<file path="config.mk">
export PLATFORM = sky130hd
export DESIGN_NAME = priority_interrupt_dispatch
export DESIGN_NICKNAME = d
export VERILOG_FILES = /design/src/sv/pid_pkg.sv /design/src/sv/pid_select.sv /design/src/sv/priority_interrupt_dispatch.sv
export SDC_FILE = /design/constraint.sdc
export NUM_CORES = 1
export LEC_CHECK = 0
export BUFFER_PORTS_ARGS = -buffer_cell sky130_fd_sc_hd__buf_2
export CORE_ASPECT_RATIO = 0.8
export CORE_MARGIN = 2
export CORE_UTILIZATION = 35
export DETAILED_ROUTE_END_ITERATION = 10
export PLACE_DENSITY = 0.57
export SLEW_MARGIN = 5
export SYNTH_ARGS = -nofsm -noshare
export SYNTH_HDL_FRONTEND = slang
export SYNTH_SLANG_ARGS = --single-unit
</file>
<file path="constraint.sdc">
create_clock -name clock -period 11.5 [get_ports clock]
set_input_delay 1.15 -clock clock [delete_from_list [all_inputs] [get_ports clock]]
set_output_delay 1.15 -clock clock [all_outputs]
set_load 0.01 [all_outputs]
</file>
<file path="src/sv/pid_pkg.sv">
`timescale 1ns / 1ps
// Package for the priority interrupt dispatch block: codes, word types,
// the source priority ROM and the level and bit-search helpers.
// No dependencies.
package pid_pkg;

   localparam int SOURCE_COUNT_DEFAULT = 32;
   localparam int NEST_DEPTH_DEFAULT   = 16;
   localparam int SRC_W                = 5;
   localparam int LVL_W                = 5;
   localparam int VEC_W                = 8;
   localparam int EVT_W                = 32;
   localparam logic [VEC_W-1:0] VECTOR_BASE_RESET = 8'd16;

   typedef enum logic [1:0] {
      OP_ENABLE  = 2'd0,
      OP_DISABLE = 2'd1,
      OP_ACK     = 2'd2,
      OP_EOS     = 2'd3
   } op_type;

   typedef enum logic [1:0] {
      ST_DONE     = 2'd0,
      ST_RANGE    = 2'd1,
      ST_SPURIOUS = 2'd2,
      ST_NEST     = 2'd3
   } status_type;

   typedef struct packed {
      op_type           op;
      logic [VEC_W-1:0] vector;
      logic [EVT_W-1:0] events;
      logic             unclaimed;
   } req_word_type;

   typedef struct packed {
      status_type       status;
      logic [SRC_W-1:0] source_index;
      logic [VEC_W-1:0] vector_out;
      logic [LVL_W-1:0] level;
      logic [EVT_W-1:0] mask_word;
      logic [EVT_W-1:0] clear_word;
   } rsp_word_type;

   typedef struct packed {
      logic [LVL_W-1:0] level;
      logic [SRC_W-1:0] source;
   } stack_entry_type;

   typedef struct packed {
      logic [SRC_W-1:0] pick;
      logic [LVL_W-1:0] level;
   } sel_result_type;

   localparam logic [LVL_W-1:0] PRIO_ROM [EVT_W] = '{
      5'd12, 5'd12, 5'd13, 5'd13, 5'd14, 5'd14, 5'd15, 5'd15,
      5'd16, 5'd16, 5'd17, 5'd17, 5'd18, 5'd18, 5'd19, 5'd19,
      5'd20, 5'd20, 5'd21, 5'd21, 5'd22, 5'd23, 5'd24, 5'd25,
      5'd25, 5'd25, 5'd24, 5'd25, 5'd25, 5'd25, 5'd26, 5'd27
   };

   // sources whose priority lies above lvl
   function automatic logic [EVT_W-1:0] level_mask(input logic [LVL_W-1:0] lvl);
      logic [EVT_W-1:0] m;
      m = '0;
      for (int n = 0; n < EVT_W; n++) begin
         m[n] = (PRIO_ROM[n] > lvl);
      end
      return m;
   endfunction

   // sources whose priority equals lvl
   function automatic logic [EVT_W-1:0] level_match(input logic [LVL_W-1:0] lvl);
      logic [EVT_W-1:0] m;
      m = '0;
      for (int n = 0; n < EVT_W; n++) begin
         m[n] = (PRIO_ROM[n] == lvl);
      end
      return m;
   endfunction

   // index of the highest set bit, binary search
   function automatic logic [SRC_W-1:0] msb_index(input logic [EVT_W-1:0] x);
      logic [EVT_W-1:0] v;
      logic [SRC_W-1:0] r;
      v = x;
      r = '0;
      for (int s = SRC_W - 1; s >= 0; s--) begin
         if ((v >> (1 << s)) != '0) begin
            r[s] = 1'b1;
            v    = v >> (1 << s);
         end
      end
      return r;
   endfunction

   function automatic logic [SRC_W-1:0] lsb_index(input logic [EVT_W-1:0] x);
      logic [EVT_W-1:0] iso;
      iso = x & (~x + EVT_W'(1));
      return msb_index(iso);
   endfunction

endpackage

</file>
<file path="src/sv/pid_select.sv">
`timescale 1ns / 1ps
// Priority select: picks the pending source with the highest level.
// Depends on pid_pkg.
module pid_select
   import pid_pkg::*;
#(
   parameter int SOURCE_COUNT = SOURCE_COUNT_DEFAULT
) (
   input  logic [SOURCE_COUNT-1:0] pending,
   output sel_result_type          sel
);

   logic [EVT_W-1:0] pend_wide;
   logic [EVT_W-1:0] presence;
   logic [LVL_W-1:0] top_level;
   logic [SRC_W-1:0] high_src;
   logic [SRC_W-1:0] low_src;

   assign pend_wide = EVT_W'(pending);

   always_comb begin
      for (int v = 0; v < EVT_W; v++) begin
         presence[v] = |(pend_wide & level_match(LVL_W'(v)));
      end
   end

   assign top_level = msb_index(presence);
   assign high_src  = msb_index(pend_wide);
   assign low_src   = lsb_index(pend_wide & level_match(top_level));

   // highest pending bit wins if it already holds the top level
   always_comb begin
      sel.level = top_level;
      if (PRIO_ROM[high_src] == top_level) begin
         sel.pick = high_src;
      end else begin
         sel.pick = low_src;
      end
   end

endmodule

</file>
<file path="src/sv/priority_interrupt_dispatch.sv">
`timescale 1ns / 1ps
// Priority interrupt dispatch: top level with registered set, level mask and nest stack.
// Depends on pid_pkg and pid_select.
//
// One request word is taken every clock cycle while req_stall is low. Its response word passes
// through the input register, then the response register, and it is held while rsp_stall is
// high. The request side stalls only while a response is held under rsp_stall and the input
// register is full. Each word is resolved combinationally against the set, mask, level and
// stack registers, which are updated as the word moves into the response register, so the
// next word sees the effect of the previous one.
// The nest stack is a small register file; no clearing pass is needed after reset.
module priority_interrupt_dispatch
   import pid_pkg::*;
#(
   parameter int SOURCE_COUNT = SOURCE_COUNT_DEFAULT,
   parameter int NEST_DEPTH   = NEST_DEPTH_DEFAULT
) (
   input  logic             clock,
   input  logic             reset,
   input  logic             req_valid,
   output logic             req_stall,
   input  req_word_type     req_word,
   output logic             rsp_valid,
   input  logic             rsp_stall,
   output rsp_word_type     rsp_word,
   input  logic             csr_write_enable,
   input  logic [VEC_W-1:0] csr_write_data
);

   localparam int CNT_W = $clog2(NEST_DEPTH + 1);
   localparam int IDX_W = $clog2(NEST_DEPTH);
   localparam logic [SOURCE_COUNT-1:0] ONE_BIT = SOURCE_COUNT'(1);

   logic                    in_valid_ff, in_valid_in;
   req_word_type            in_word_ff;
   logic                    rsp_valid_ff, rsp_valid_in;
   rsp_word_type            rsp_word_ff, rsp_in;
   logic [VEC_W-1:0]        vector_base_ff;
   logic [SOURCE_COUNT-1:0] set_ff, set_in;
   logic [SOURCE_COUNT-1:0] mask_ff, mask_in;
   logic [LVL_W-1:0]        level_ff, level_in;
   logic [CNT_W-1:0]        count_ff, count_in;
   stack_entry_type         stack_ff [NEST_DEPTH];

   logic                    req_accept;
   logic                    advance;
   logic                    push;
   logic [CNT_W-1:0]        count_dec;
   logic [IDX_W-1:0]        wr_idx;
   logic [IDX_W-1:0]        rd_idx;
   stack_entry_type         push_entry;
   stack_entry_type         pop_entry;
   logic [SOURCE_COUNT-1:0] events_src;
   logic [SOURCE_COUNT-1:0] pending;
   sel_result_type          sel;
   logic [LVL_W-1:0]        push_level;
   logic [EVT_W-1:0]        lm_cur, lm_push, lm_pop;
   logic [VEC_W:0]          vec_wide, base_wide;
   logic                    out_of_range;
   logic [VEC_W-1:0]        vec_offset;
   logic [SRC_W-1:0]        addr_src;

   // handshake
   assign advance      = in_valid_ff && (!rsp_valid_ff || !rsp_stall);
   assign req_stall    = in_valid_ff && !advance;
   assign req_accept   = req_valid && !req_stall;
   assign in_valid_in  = req_accept || (in_valid_ff && !advance);
   assign rsp_valid_in = advance || (rsp_valid_ff && rsp_stall);
   assign rsp_valid    = rsp_valid_ff;
   assign rsp_word     = rsp_word_ff;

   // stack addressing
   assign count_dec = count_ff - CNT_W'(1);
   assign wr_idx    = count_ff[IDX_W-1:0];
   assign rd_idx    = count_dec[IDX_W-1:0];
   assign pop_entry = stack_ff[rd_idx];

   // vector decode
   assign vec_wide     = {1'b0, in_word_ff.vector};
   assign base_wide    = {1'b0, vector_base_ff};
   assign out_of_range = (vec_wide < base_wide)
                      || (vec_wide >= base_wide + (VEC_W+1)'(SOURCE_COUNT));
   assign vec_offset   = in_word_ff.vector - vector_base_ff;
   assign addr_src     = vec_offset[SRC_W-1:0];

   // acknowledge selection
   assign events_src = in_word_ff.events[SOURCE_COUNT-1:0];
   assign pending    = events_src & mask_ff;

   pid_select #(
      .SOURCE_COUNT(SOURCE_COUNT)
   ) u_select (
      .pending(pending),
      .sel    (sel)
   );

   assign push_level        = (sel.level < level_ff) ? level_ff : sel.level;
   assign push_entry.level  = level_ff;
   assign push_entry.source = sel.pick;

   assign lm_cur  = level_mask(level_ff);
   assign lm_push = level_mask(push_level);
   assign lm_pop  = level_mask(pop_entry.level);

   always_comb begin
      rsp_in              = '0;
      rsp_in.status       = ST_DONE;
      set_in              = set_ff;
      mask_in             = mask_ff;
      level_in            = level_ff;
      count_in            = count_ff;
      push                = 1'b0;
      unique case (in_word_ff.op)
         OP_ENABLE, OP_DISABLE: begin
            if (out_of_range) begin
               rsp_in.status = ST_RANGE;
            end else begin
               if (in_word_ff.op == OP_ENABLE) begin
                  set_in            = set_ff | (ONE_BIT << addr_src);
                  rsp_in.clear_word = EVT_W'(ONE_BIT << addr_src);
               end else begin
                  set_in = set_ff & ~(ONE_BIT << addr_src);
               end
               mask_in             = lm_cur[SOURCE_COUNT-1:0] & set_in;
               rsp_in.source_index = addr_src;
               rsp_in.vector_out   = in_word_ff.vector;
            end
         end
         OP_ACK: begin
            if (pending == '0) begin
               rsp_in.status     = ST_SPURIOUS;
               rsp_in.clear_word = EVT_W'(events_src & ~mask_ff);
            end else if (count_ff == CNT_W'(NEST_DEPTH)) begin
               rsp_in.status = ST_NEST;
            end else begin
               push                = 1'b1;
               count_in            = count_ff + CNT_W'(1);
               level_in            = push_level;
               mask_in             = lm_push[SOURCE_COUNT-1:0] & set_ff
                                   & ~(ONE_BIT << sel.pick);
               rsp_in.source_index = sel.pick;
               rsp_in.vector_out   = vector_base_ff + VEC_W'(sel.pick);
               rsp_in.clear_word   = EVT_W'(ONE_BIT << sel.pick);
            end
         end
         OP_EOS: begin
            if (count_ff == '0) begin
               rsp_in.status = ST_NEST;
            end else begin
               count_in = count_dec;
               level_in = pop_entry.level;
               if (in_word_ff.unclaimed) begin
                  set_in = set_ff & ~(ONE_BIT << pop_entry.source);
               end
               mask_in             = lm_pop[SOURCE_COUNT-1:0] & set_in;
               rsp_in.source_index = pop_entry.source;
               rsp_in.vector_out   = vector_base_ff + VEC_W'(pop_entry.source);
            end
         end
         default: begin
            rsp_in.status = ST_DONE;
         end
      endcase
      rsp_in.level     = level_in;
      rsp_in.mask_word = EVT_W'(mask_in);
   end

   // control state
   always_ff @(posedge clock) begin
      if (reset) begin
         in_valid_ff    <= 1'b0;
         rsp_valid_ff   <= 1'b0;
         vector_base_ff <= VECTOR_BASE_RESET;
         set_ff         <= '0;
         mask_ff        <= '0;
         level_ff       <= '0;
         count_ff       <= '0;
      end else begin
         in_valid_ff  <= in_valid_in;
         rsp_valid_ff <= rsp_valid_in;
         if (csr_write_enable) begin
            vector_base_ff <= csr_write_data;
         end
         if (advance) begin
            set_ff   <= set_in;
            mask_ff  <= mask_in;
            level_ff <= level_in;
            count_ff <= count_in;
         end
      end
   end

   // payload
   always_ff @(posedge clock) begin
      if (req_accept) begin
         in_word_ff <= req_word;
      end
      if (advance) begin
         rsp_word_ff <= rsp_in;
      end
      if (advance && push) begin
         stack_ff[wr_idx] <= push_entry;
      end
   end

   a_count_bound: assert property (@(posedge clock) disable iff (reset)
      count_ff <= CNT_W'(NEST_DEPTH))
      else $error("nest count beyond stack depth");

   a_mask_subset: assert property (@(posedge clock) disable iff (reset)
      (mask_ff & ~set_ff) == '0)
      else $error("live mask holds an unregistered source");

   a_push_count: assert property (@(posedge clock) disable iff (reset)
      advance && push |=> count_ff == $past(count_ff) + CNT_W'(1))
      else $error("acknowledge did not grow the nest stack");

   a_stall_cause: assert property (@(posedge clock) disable iff (reset)
      req_stall |-> rsp_valid_ff && rsp_stall)
      else $error("input stalled without a held response");

endmodule

</file>
### After elaboration in Yosys (flattened, before gate mapping)

Memory sizes are Yosys's and may differ from the RTL's.
Index checks and enable logic that the tools add are counted.

* flip-flop bits (word level): 211
* RAM bits: 160
* memory bits (read-only): 160
* output and inout port bits: 86
* word-level logic and storage cells: 243
* memories kept: 2

Memory list
* (name not given): depth 32, width 5, rd ports 1, clocked after Yosys merged registers in 0, write ports 0, RTL line pid_select.sv:34 `if (PRIO_ROM[high_src] == top_level) begin`
* stack_ff: depth 16, width 10, rd ports 1, clocked after Yosys merged registers in 0, write ports 1, RTL line priority_interrupt_dispatch.sv:43 `stack_entry_type stack_ff [NEST_DEPTH];`

* add/sub/neg operators: 7
* order comparisons: 52
* equality and inequality tests: 25
* shift-type cells: 3
* multiplexer cells: 72
* bitwise gates (word level): 17
* reduce and logical (&&, ||, !) cells: 48

Operators by type and width (count)
* two-way mux 32 bit: 27
* nonzero test 32 bit: 15
* bitwise AND 32 bit: 10
* > comparator 5 bit (first input constant): 36
* inverter 32 bit: 5
* one-hot mux 32 bit (2 select lines): 2
* one-hot mux 32 bit (3 select lines): 1
* << shifter 1 x 5 -> 32 bit (first input constant): 3
* == test 5 bit (first input constant): 12
* > comparator 4 x 5 -> 1 bit (first input constant): 12
* two-way mux 13 bit: 4
* two-way mux 5 bit: 10
* one-hot mux 15 bit (3 select lines): 1
* adder 32 x 1 -> 32 bit (second input constant): 1
* logical NOT 32 bit: 1
* bitwise OR 32 bit: 1
* two-way mux 28 bit: 1
* OR reduction 2 bit: 12
* two-way mux 1 bit: 21
* == test 4 x 5 -> 1 bit (first input constant): 4
* one-hot mux 5 bit (2 select lines): 2
* adder 8 x 5 -> 8 bit: 2
* adder 8 x 6 -> 9 bit (second input constant): 1
* greater-or-equal comparator 8 x 9 -> 1 bit: 1
* other kinds (22): 39

### Longest topological paths before layout

Gate-level depths: netlist (run 1).

* depth after elaboration: 34
* depth in mapped cells: 20
* mapped depth without buffers: 19

### By module

Synthesis (run 1) repeated with hierarchy kept, for this count alone.

* cells, all modules: 1896
* area, all modules: 20125.6 µm²

Modules (own cells, without submodules)
* priority_interrupt_dispatch: times used 1, cells an instance 1753, area each 19124.6 µm², seq. area each 10299.9 µm²
* pid_select: times used 1, cells an instance 143, area each 1001.0 µm², seq. area each 0.0 µm²

### Least setup slack after synthesis (run 1)

OpenSTA, ideal clock, no wires.

* kind: reg2reg
* start: register count_ff[0]
* end: register rsp_word_ff (netlist bit rsp_word[75]) (data pin)
* setup time: 0.275 ns
* arrival: 4.503 ns
* data required time: 11.225 ns
* path slack: 6.722 ns
* stages on the path, launching flop included: 18
* path buffers: 5
* clock period less this slack: 4.778 ns
* cell sequence: dfxtp_1 buf_2 buf_2 buf_2 inv_1 ha_1 buf_2 buf_1 mux4_2 mux4_2 ha_1 fa_1 a21o_1 a21oi_1 nor2b_1 o21ai_0 xnor2_1 o221ai_1

RTL lines
* from (decl): RTL line priority_interrupt_dispatch.sv:42 `logic [CNT_W-1:0] count_ff, count_in;`
* from (signal assigned): RTL line priority_interrupt_dispatch.sv:188 `count_ff <= count_in;`
* to (signal assigned): RTL line priority_interrupt_dispatch.sv:199 `rsp_word_ff <= rsp_in;`
* to (decl): RTL line priority_interrupt_dispatch.sv:37 `rsp_word_type rsp_word_ff, rsp_in;`

==> impl_metrics.py, run 1 <==
metrics = {
    "yosys": {
        "synth_top_flop_cell": "edfxtp_1",
        "synthTopCellsByArea": "edfxtp_1 44%, dfxtp_1 8.7%, mux4_2 5.6%, nand2_1 3.6%, o21ai_0 2.9%",
        "avgSynthCellArea_um2": 11.19,
        "netlist_area_um2": 19390,
        "synth_top_area_cell": "edfxtp_1",
        "synth_fa_ha_area_share_pct": 2.310,
        "synth_mux_area_share_pct": 8.182,
        "synth_cell_type_count": 89,
        "synthCells": 1733,
        "synth-edff-count": 287,
        "syn_nets": 1823,
        "ys_warn_count": 0,
        "synth-seq-cells": 371,
        "synth_top_family_by_area": "compound AO/OA/AOI/OAI gates",
        "synth_xor_area_share_pct": 0.9033,
        "synth-simple-area-share_pct": 13.92,
        "async_flop_share_pct": 0,
        "ys_seq_area_share_pct": 53.12,
        "synth_top_area_share_pct": 44.44,
        "synth_compound_area_share_pct": 18.67,
    },
    "global_route": {
        "grt_max_degree": 75,
        "grt_pass1_wl_um": 112200,
        "grt_util_all_layers_pct": 27.15,
        "grt.overflow.total": 0,
        "grt_pass1_vias": 15610,
        "antenna_found_initial": 3,
    },
    "worst_setup_path": {
        "end_kind": "flop",
        "worst-endpoint-required_ps": 11800,
        "worstPathMaxFanout": 29,
        "worstPathArrival_ps": 6680,
        "cpMostUsedCell": "a21oi_1",
        "cp_slowest_stage_delay_ps": 540,
        "worstPathCellList": "a22oi_2, nand4_1, nor2_2, buf_4, inv_2, or3_1, nand2_1, a21oi_1, o41a_1, nor2_1, inv_1, ha_1, fa_1, a21o_1, a21oi_1, nor2b_1, o21ai_0, xnor2_1, o221ai_1",
        "start_kind": "flop",
        "worst-setup-path-type": "flop to flop",
        "cp-startpoint": "events_src[18]$_DFFE_PP_",
        "rr_startpoint": "events_src[18]$_DFFE_PP_",
        "crit_slowest_cell": "a22oi_2",
    },
    "die": {
        "die_w_um": 267.2,
        "ioPinCount": 142,
        "die_area_um2": 57310,
        "start_util_pct": 35.25,
        "coreArea_um2": 55010,
        "placement_rows": 77,
        "dieHeight_um": 214.5,
    },
    "sta": {
        "period_share_pct": 55.49,
        "max_freq_ghz": 0.1567,
        "slew_headroom_pct": 7.412,
        "setup_violations": 0,
        "worst_slack_ps": 5118,
        "period_needed_ps": 6382,
        "holdWs_ps": 502.8,
        "maxSlewViolCount": 0,
        "grt_setup_unrepaired": "false",
        "worst_pin_slew_ps": 1377,
        "fin_tns_setup_ps": 0,
        "finClkSkew_ps": 27.37,
        "hold_viol_final": 0,
    },
    "cts": {
        "cts.sinks": 371,
        "cts_tree": "done",
        "ctsHoldBuffers": 0,
        "cts-htree-levels": 2,
        "clockBufferDepth": 3,
        "clkLatencyLatePin_ps": 600,
        "path_clk_slew_ps": 70,
        "cts_resized": 0,
        "cts_made_buffers": 40,
        "cts_setup_buffers": 0,
        "cts-root-buf": "clkbuf_16",
    },
    "power": {
        "p_leak_nw": 7.901,
        "totalPowerFinal_mw": 3.763,
        "pwr_density_cell_nw_per_um2": 167.5,
        "vdd_drop_max_mv": 0.09814,
    },
    "place": {
        "post-place-ws_ps": 5379,
        "hpwlAfterDp_um": 58690,
        "dp_cells": 2582,
        "place.gp.congestion": 0.9874,
        "dpl_cell_area_um2": 21120,
        "port_buffers": 141,
    },
    "hold_path": {
        "hp-class": "flop to flop",
        "hold_path_startpoint": "in_valid_ff$_SDFF_PP0_",
    },
    "routing": {
        "drt_pre_antenna_iters": 6,
        "wire_per_inst_um": 29.84,
        "drt-total-wl_um": 79280,
        "dr_total_vias": 16730,
        "drtIter0Drc": 2659,
        "viasPerCell": 6.297,
        "ant_nets": 0,
        "route.detailed.drc": 0,
    },
    "final_layout": {
        "post-route-util_pct": 40.85,
        "final_common_cell": "edfxtp_1",
        "most-common-layout-cells": "287 x edfxtp_1, 186 x nand2_1, 146 x nor2_1, 141 x buf_2, 112 x o21ai_0",
        "drive_gt1_share_pct": 18.89,
        "nFillCells": 5300,
        "nets": 1964,
        "syn_to_final_growth_pct": 15.88,
        "final_area_um2": 22470,
        "final_cells": 2657,
    },
    "run": {
        "max-cap-violations": 0,
    },
    "status": {
        "outcome": "complete, no violations",
    },
}
==> cells in the mapped netlist (all sizes together) (37+ instances only) <==
cell type,instances
mux2i,43
a21oi,66
nand3,43
dfxtp,84
clkbuf,72
edfxtp,287
mux4,48
nor2,150
o21ai,116
nand2,186
inv,37
nor3,42
==> routing by layer <==
metal | part of all wire, % | GRT usage [%] | vias to the layer above
met3 | 11 | 6.511 | 141
met2 | 42 | 38.71 | 1070
met5 | 0.014 | 0 | -
met1 | 44 | 41.06 | 8436
met4 | 2.5 | 6.760 | 2
li1 | - | - | 7083
==> area by class of cell <==
class	instances	area [µm²]	area share (%)
Antenna cell	1	2.502	0.01114
Sequential cell	371	10300	45.84
Multi-Input combinational cell	1224	8592	38.24
Clock inverter	23	256.5	1.141
Inverter	38	145.1	0.6459
Clock buffer	51	1094	4.867
Tap cell	750	938.4	4.176
Timing Repair Buffer	199	1141	5.078
==> cell families (layout without fill, tap and decap cells) <==
family                     count (synthesis)  after routing
AOI/OAI and AO/OA                        504            504
xor gates and xnor gates                  20             20
adders and majority gates                 34             34
other                                      0              1
DFF                                      371            371
muxes                                     97             97
buffers and inverters                    138            311
and+or+nand+nor                          569            569
==> power by group <==
| part | switching [mW] | internal (mW) |
|---|---|---|
| logic | 0.623 | 0.227 |
| clock network | 0.587 | 0.754 |
| registers | 0.0433 | 1.53 |
==> critical path, delay by kind of cell (launching register included) <==
| family | cells | cell delay, ps |
|---|---|---|
| xor+xnor | 1 | 150 |
| buf+inv | 3 | 1150 |
| compound gates | 7 | 1820 |
| fa+ha+maj | 2 | 810 |
| flops | 1 | 430 |
| simple gates | 6 | 1680 |
==> worst paths after layout <==
| check | to | slack (ps) | cells past startpoint |
|---|---|---|---|
| setup / recovery | rsp_word[75]$_DFFE_PP_ | 5120 | 19 |
| hold / removal | rsp_valid$_SDFF_PP0_ | 500 | 2 |
| setup reg to reg | rsp_word[75]$_DFFE_PP_ | 5120 | 19 |
| hold reg to reg | rsp_valid$_SDFF_PP0_ | 500 | 2 |
==> state kept, by name, indices dropped and copies added (netlist names) <==
register / flops
rsp_word: 84
count_ff: 5
in_word_ff: 11
in_valid_ff: 1
rsp_valid: 1
level_ff: 5
vector_base_ff: 8
set_ff: 32
events_src: 32
mask_ff: 32
stack_ff: 160
Power figures use the tool's default switching activity.
==> run 2: changes to the inputs <==
--- a/config.mk
+++ b/config.mk
@@ -5,12 +5,13 @@
 export SDC_FILE = /design/constraint.sdc
 export NUM_CORES = 1
 export LEC_CHECK = 0
+export ABC_AREA = 1
 export BUFFER_PORTS_ARGS = -buffer_cell sky130_fd_sc_hd__buf_2
 export CORE_ASPECT_RATIO = 0.8
 export CORE_MARGIN = 2
 export CORE_UTILIZATION = 35
 export DETAILED_ROUTE_END_ITERATION = 10
-export PLACE_DENSITY = 0.57
+export PLACE_DENSITY = 0.59
 export SLEW_MARGIN = 5
 export SYNTH_ARGS = -nofsm -noshare
 export SYNTH_HDL_FRONTEND = slang
==> constraint.sdc (replaced) <==
create_clock -name clock -period 5.3 [get_ports clock]
set_input_delay 0.53 -clock clock [delete_from_list [all_inputs] [get_ports clock]]
set_output_delay 0.53 -clock clock [all_outputs]
set_load 0.01 [all_outputs]
==> run 2 against run 1 <==
Net effect:
- critical path depth increased by 12
- clock skew decreased by 5.3 ps
- register-to-register slack got worse by 4900 ps
- area after synthesis increased by 5.2%
- design area increased by 9.7%
- synthesized cell count increased by 34%
- critical path type unchanged
- highest routed layer unchanged
==> impl_metrics.py, run 2 <==
metrics = {
    "power": {
        "p_leak_nw": 9.587,
        "totalPowerFinal_mw": 9.397,
        "pwr_density_cell_nw_per_um2": 381.3,
        "p_int_mw": 5.966,
        "p_switching_mw": 3.430,
        "vdd_drop_max_mv": 0.2174,
        "p_seq_share_pct": 36.5,
        "p_clk_share_pct": 32.9,
        "switching_share_pct": 36.51,
        "combPwrFrac_pct": 30.6,
    },
    "die": {
        "placement_rows": 79,
        "dieHeight_um": 220.0,
        "start_util_pct": 35.22,
        "die_w_um": 273.9,
        "die_area_um2": 60250,
        "coreArea_um2": 57920,
        "ioPinCount": 142,
    },
    "yosys": {
        "yosysMostFrequentCell": "nand2_1",
        "synthCells": 2324,
        "ys_seq_area_share_pct": 50.48,
        "synth_top_area_cell": "edfxtp_1",
        "synth_top_flop_cell": "edfxtp_1",
        "async_flop_share_pct": 0,
        "synth_cell_type_count": 70,
        "synth_top_area_share_pct": 42.24,
        "ys_warn_count": 0,
        "synth-seq-cells": 371,
        "synthTopCellsByArea": "edfxtp_1 42%, dfxtp_1 8.2%, nand2_1 6.5%, nor2_1 5.2%, inv_1 4.6%",
        "synth-edff-count": 287,
        "synthTopCellsByCount": "356 x nand2_1, 287 x edfxtp_1, 280 x nor2_1",
        "avgSynthCellArea_um2": 8.779,
        "netlist_area_um2": 20400,
        "syn_nets": 2414,
    },
    "worst_setup_path": {
        "cpMostUsedCell": "nand2_1",
        "crit_slowest_cell": "o221ai_1",
        "worstPathMaxFanout": 25,
        "worst-endpoint-required_ps": 5750,
        "end_kind": "flop",
        "cp.buffers_inverters": 7,
        "cp_slowest_stage_delay_ps": 420,
        "worst-setup-path-type": "flop to flop",
        "cp_top_family": "simple AND/OR/NAND/NOR gates",
        "start_kind": "flop",
        "worstPathArrival_ps": 5500,
    },
    "routing": {
        "route.detailed.drc": 0,
        "ant_nets": 0,
        "viasPerCell": 5.857,
        "drt_pre_antenna_iters": 9,
        "dr_total_vias": 19730,
        "drtIter0Drc": 3129,
        "drt-total-wl_um": 89390,
        "wire_per_inst_um": 26.54,
    },
    "place": {
        "place.gp.congestion": 1.037,
        "post-place-ws_ps": -175.3,
        "port_buffers": 141,
        "dpl_cell_area_um2": 22840,
        "hpwlAfterDp_um": 65050,
        "dp_cells": 3274,
    },
    "hold_path": {
        "hp-class": "input pin to flop",
    },
    "cts": {
        "cts-root-buf": "clkbuf_16",
        "cts_made_buffers": 40,
        "cts-htree-levels": 2,
        "cts.sinks": 371,
        "clockBufferDepth": 3,
        "clkLatencyLatePin_ps": 590,
        "cts_tree": "done",
        "ctsHoldBuffers": 0,
        "path_clk_slew_ps": 60,
    },
    "sta": {
        "worst_slack_ps": 247.7,
        "period_share_pct": 95.33,
        "slew_headroom_pct": 13.42,
        "hold_viol_final": 0,
        "worst_pin_slew_ps": 1289,
        "maxSlewViolCount": 0,
        "period_needed_ps": 5052,
        "max_freq_ghz": 0.1979,
        "setup_violations": 0,
        "finClkSkew_ps": 22.03,
    },
    "final_layout": {
        "register_area_um2": 10300,
        "largest_reg_flops": 160,
        "final_common_cell": "nand2_1",
        "final_cells": 3368,
        "syn_to_final_growth_pct": 20.77,
        "nets": 2656,
        "most-common-layout-cells": "332 x nand2_1, 287 x edfxtp_1, 270 x nor2_1, 244 x inv_1, 168 x o21ai_0",
        "multi_input_comb_area_um2": 8811,
        "final_area_um2": 24640,
        "drive_gt1_share_pct": 20.52,
        "largest-register": "stack_ff",
        "nFillCells": 5687,
    },
    "global_route": {
        "grt_pass1_wl_um": 126500,
        "grt.overflow.total": 0,
        "grt_max_degree": 84,
        "grt_pass1_vias": 18250,
        "grt_util_all_layers_pct": 29.04,
        "antenna_found_initial": 3,
    },
    "status": {
        "outcome": "complete, no violations",
    },
    "run": {
        "max-cap-violations": 0,
    },
}
-- run 2: cell types whose count changed after synthesis, moves of 48 or more --
cell and delta:
a21oi_1 +79, nand3_1 +76, nand2_1 +170, nor2_1 +132
inv_1 +213, nand4_1 +60, mux4_2 -48, o21ai_0 +59
-- run 2: worst paths after layout --
kind	startpoint	endpoint	slack (ps)	depth (start not counted)
setup / recovery	events_src[27]$_DFFE_PP_	rsp_word[18]$_DFFE_PP_	250	31
hold / removal	req_word[34]	in_word_ff[34]$_DFFE_PP_	120	1
setup reg to reg	events_src[27]$_DFFE_PP_	rsp_word[18]$_DFFE_PP_	250	31
hold reg to reg	set_ff[6]$_SDFFE_PP0P_	set_ff[6]$_SDFFE_PP0P_	500	2
-- run 2: timing repair --
action / in CTS / in global routing
resized for setup: 5 / 49
setup endpoints to repair: 4 / 24
buffers inserted: 3 / 16
pin swaps: 1 / 21
endpoints found under the hold margin: 0 / 0
-- run 2: power by group through the flow --
stage	Combinational [mW]	Sequential [mW]	Clock, mW
2_1_floorplan	1.44	3.49	0
3_3_place_gp	2.62	3.48	0
3_5_place_dp	2.63	3.49	0
4_1_cts	2.66	3.43	3.13
5_1_grt	2.99	3.44	3.23
6_report	2.87	3.43	3.09
-- run 2: area by class of cell --
cell class / count / area share [%]
antenna: 2 / 0.02031
clock buffer: 43 / 4.148
clock inverter: 30 / 1.650
inverter: 280 / 4.301
multi-input combinational: 1562 / 35.76
sequential: 371 / 41.80
tap: 769 / 3.905
timing repair buffer: 311 / 8.414
-- run 2: cell families after synthesis --
family / Yosys count / share of synthesized area, %
xor gates and xnor gates: 11 / 0.4722
buffers and inverters: 391 / 7.340
and+or+nand+nor: 950 / 21.78
adders and majority gates: 34 / 2.195
muxes: 21 / 1.030
DFF: 371 / 50.48
AOI/OAI and AO/OA: 546 / 16.70
-- run 2: stage by stage --
step                      util [%]  TNS [ps]  hold WS (ps)
after global placement       39.43    -511.4         468.9
after CTS                    41.99         0         102.6
after detailed placement     39.43    -372.6         469.8
final                        42.54         0         124.3
after floorplan                  -         0         443.5
after global routing         42.53    -9.007         114.8
-- run 2: metal layers --
| layer | GRT usage, % | share of wire (%) | vias up |
|---|---|---|---|
| li1 | - | - | 8701 |
| met1 | 42.74 | 44 | 9452 |
| met2 | 41.41 | 40 | 1359 |
| met3 | 7.726 | 12 | 214 |
| met4 | 8.496 | 3.3 | 2 |
| met5 | 0 | 0.012 | - |
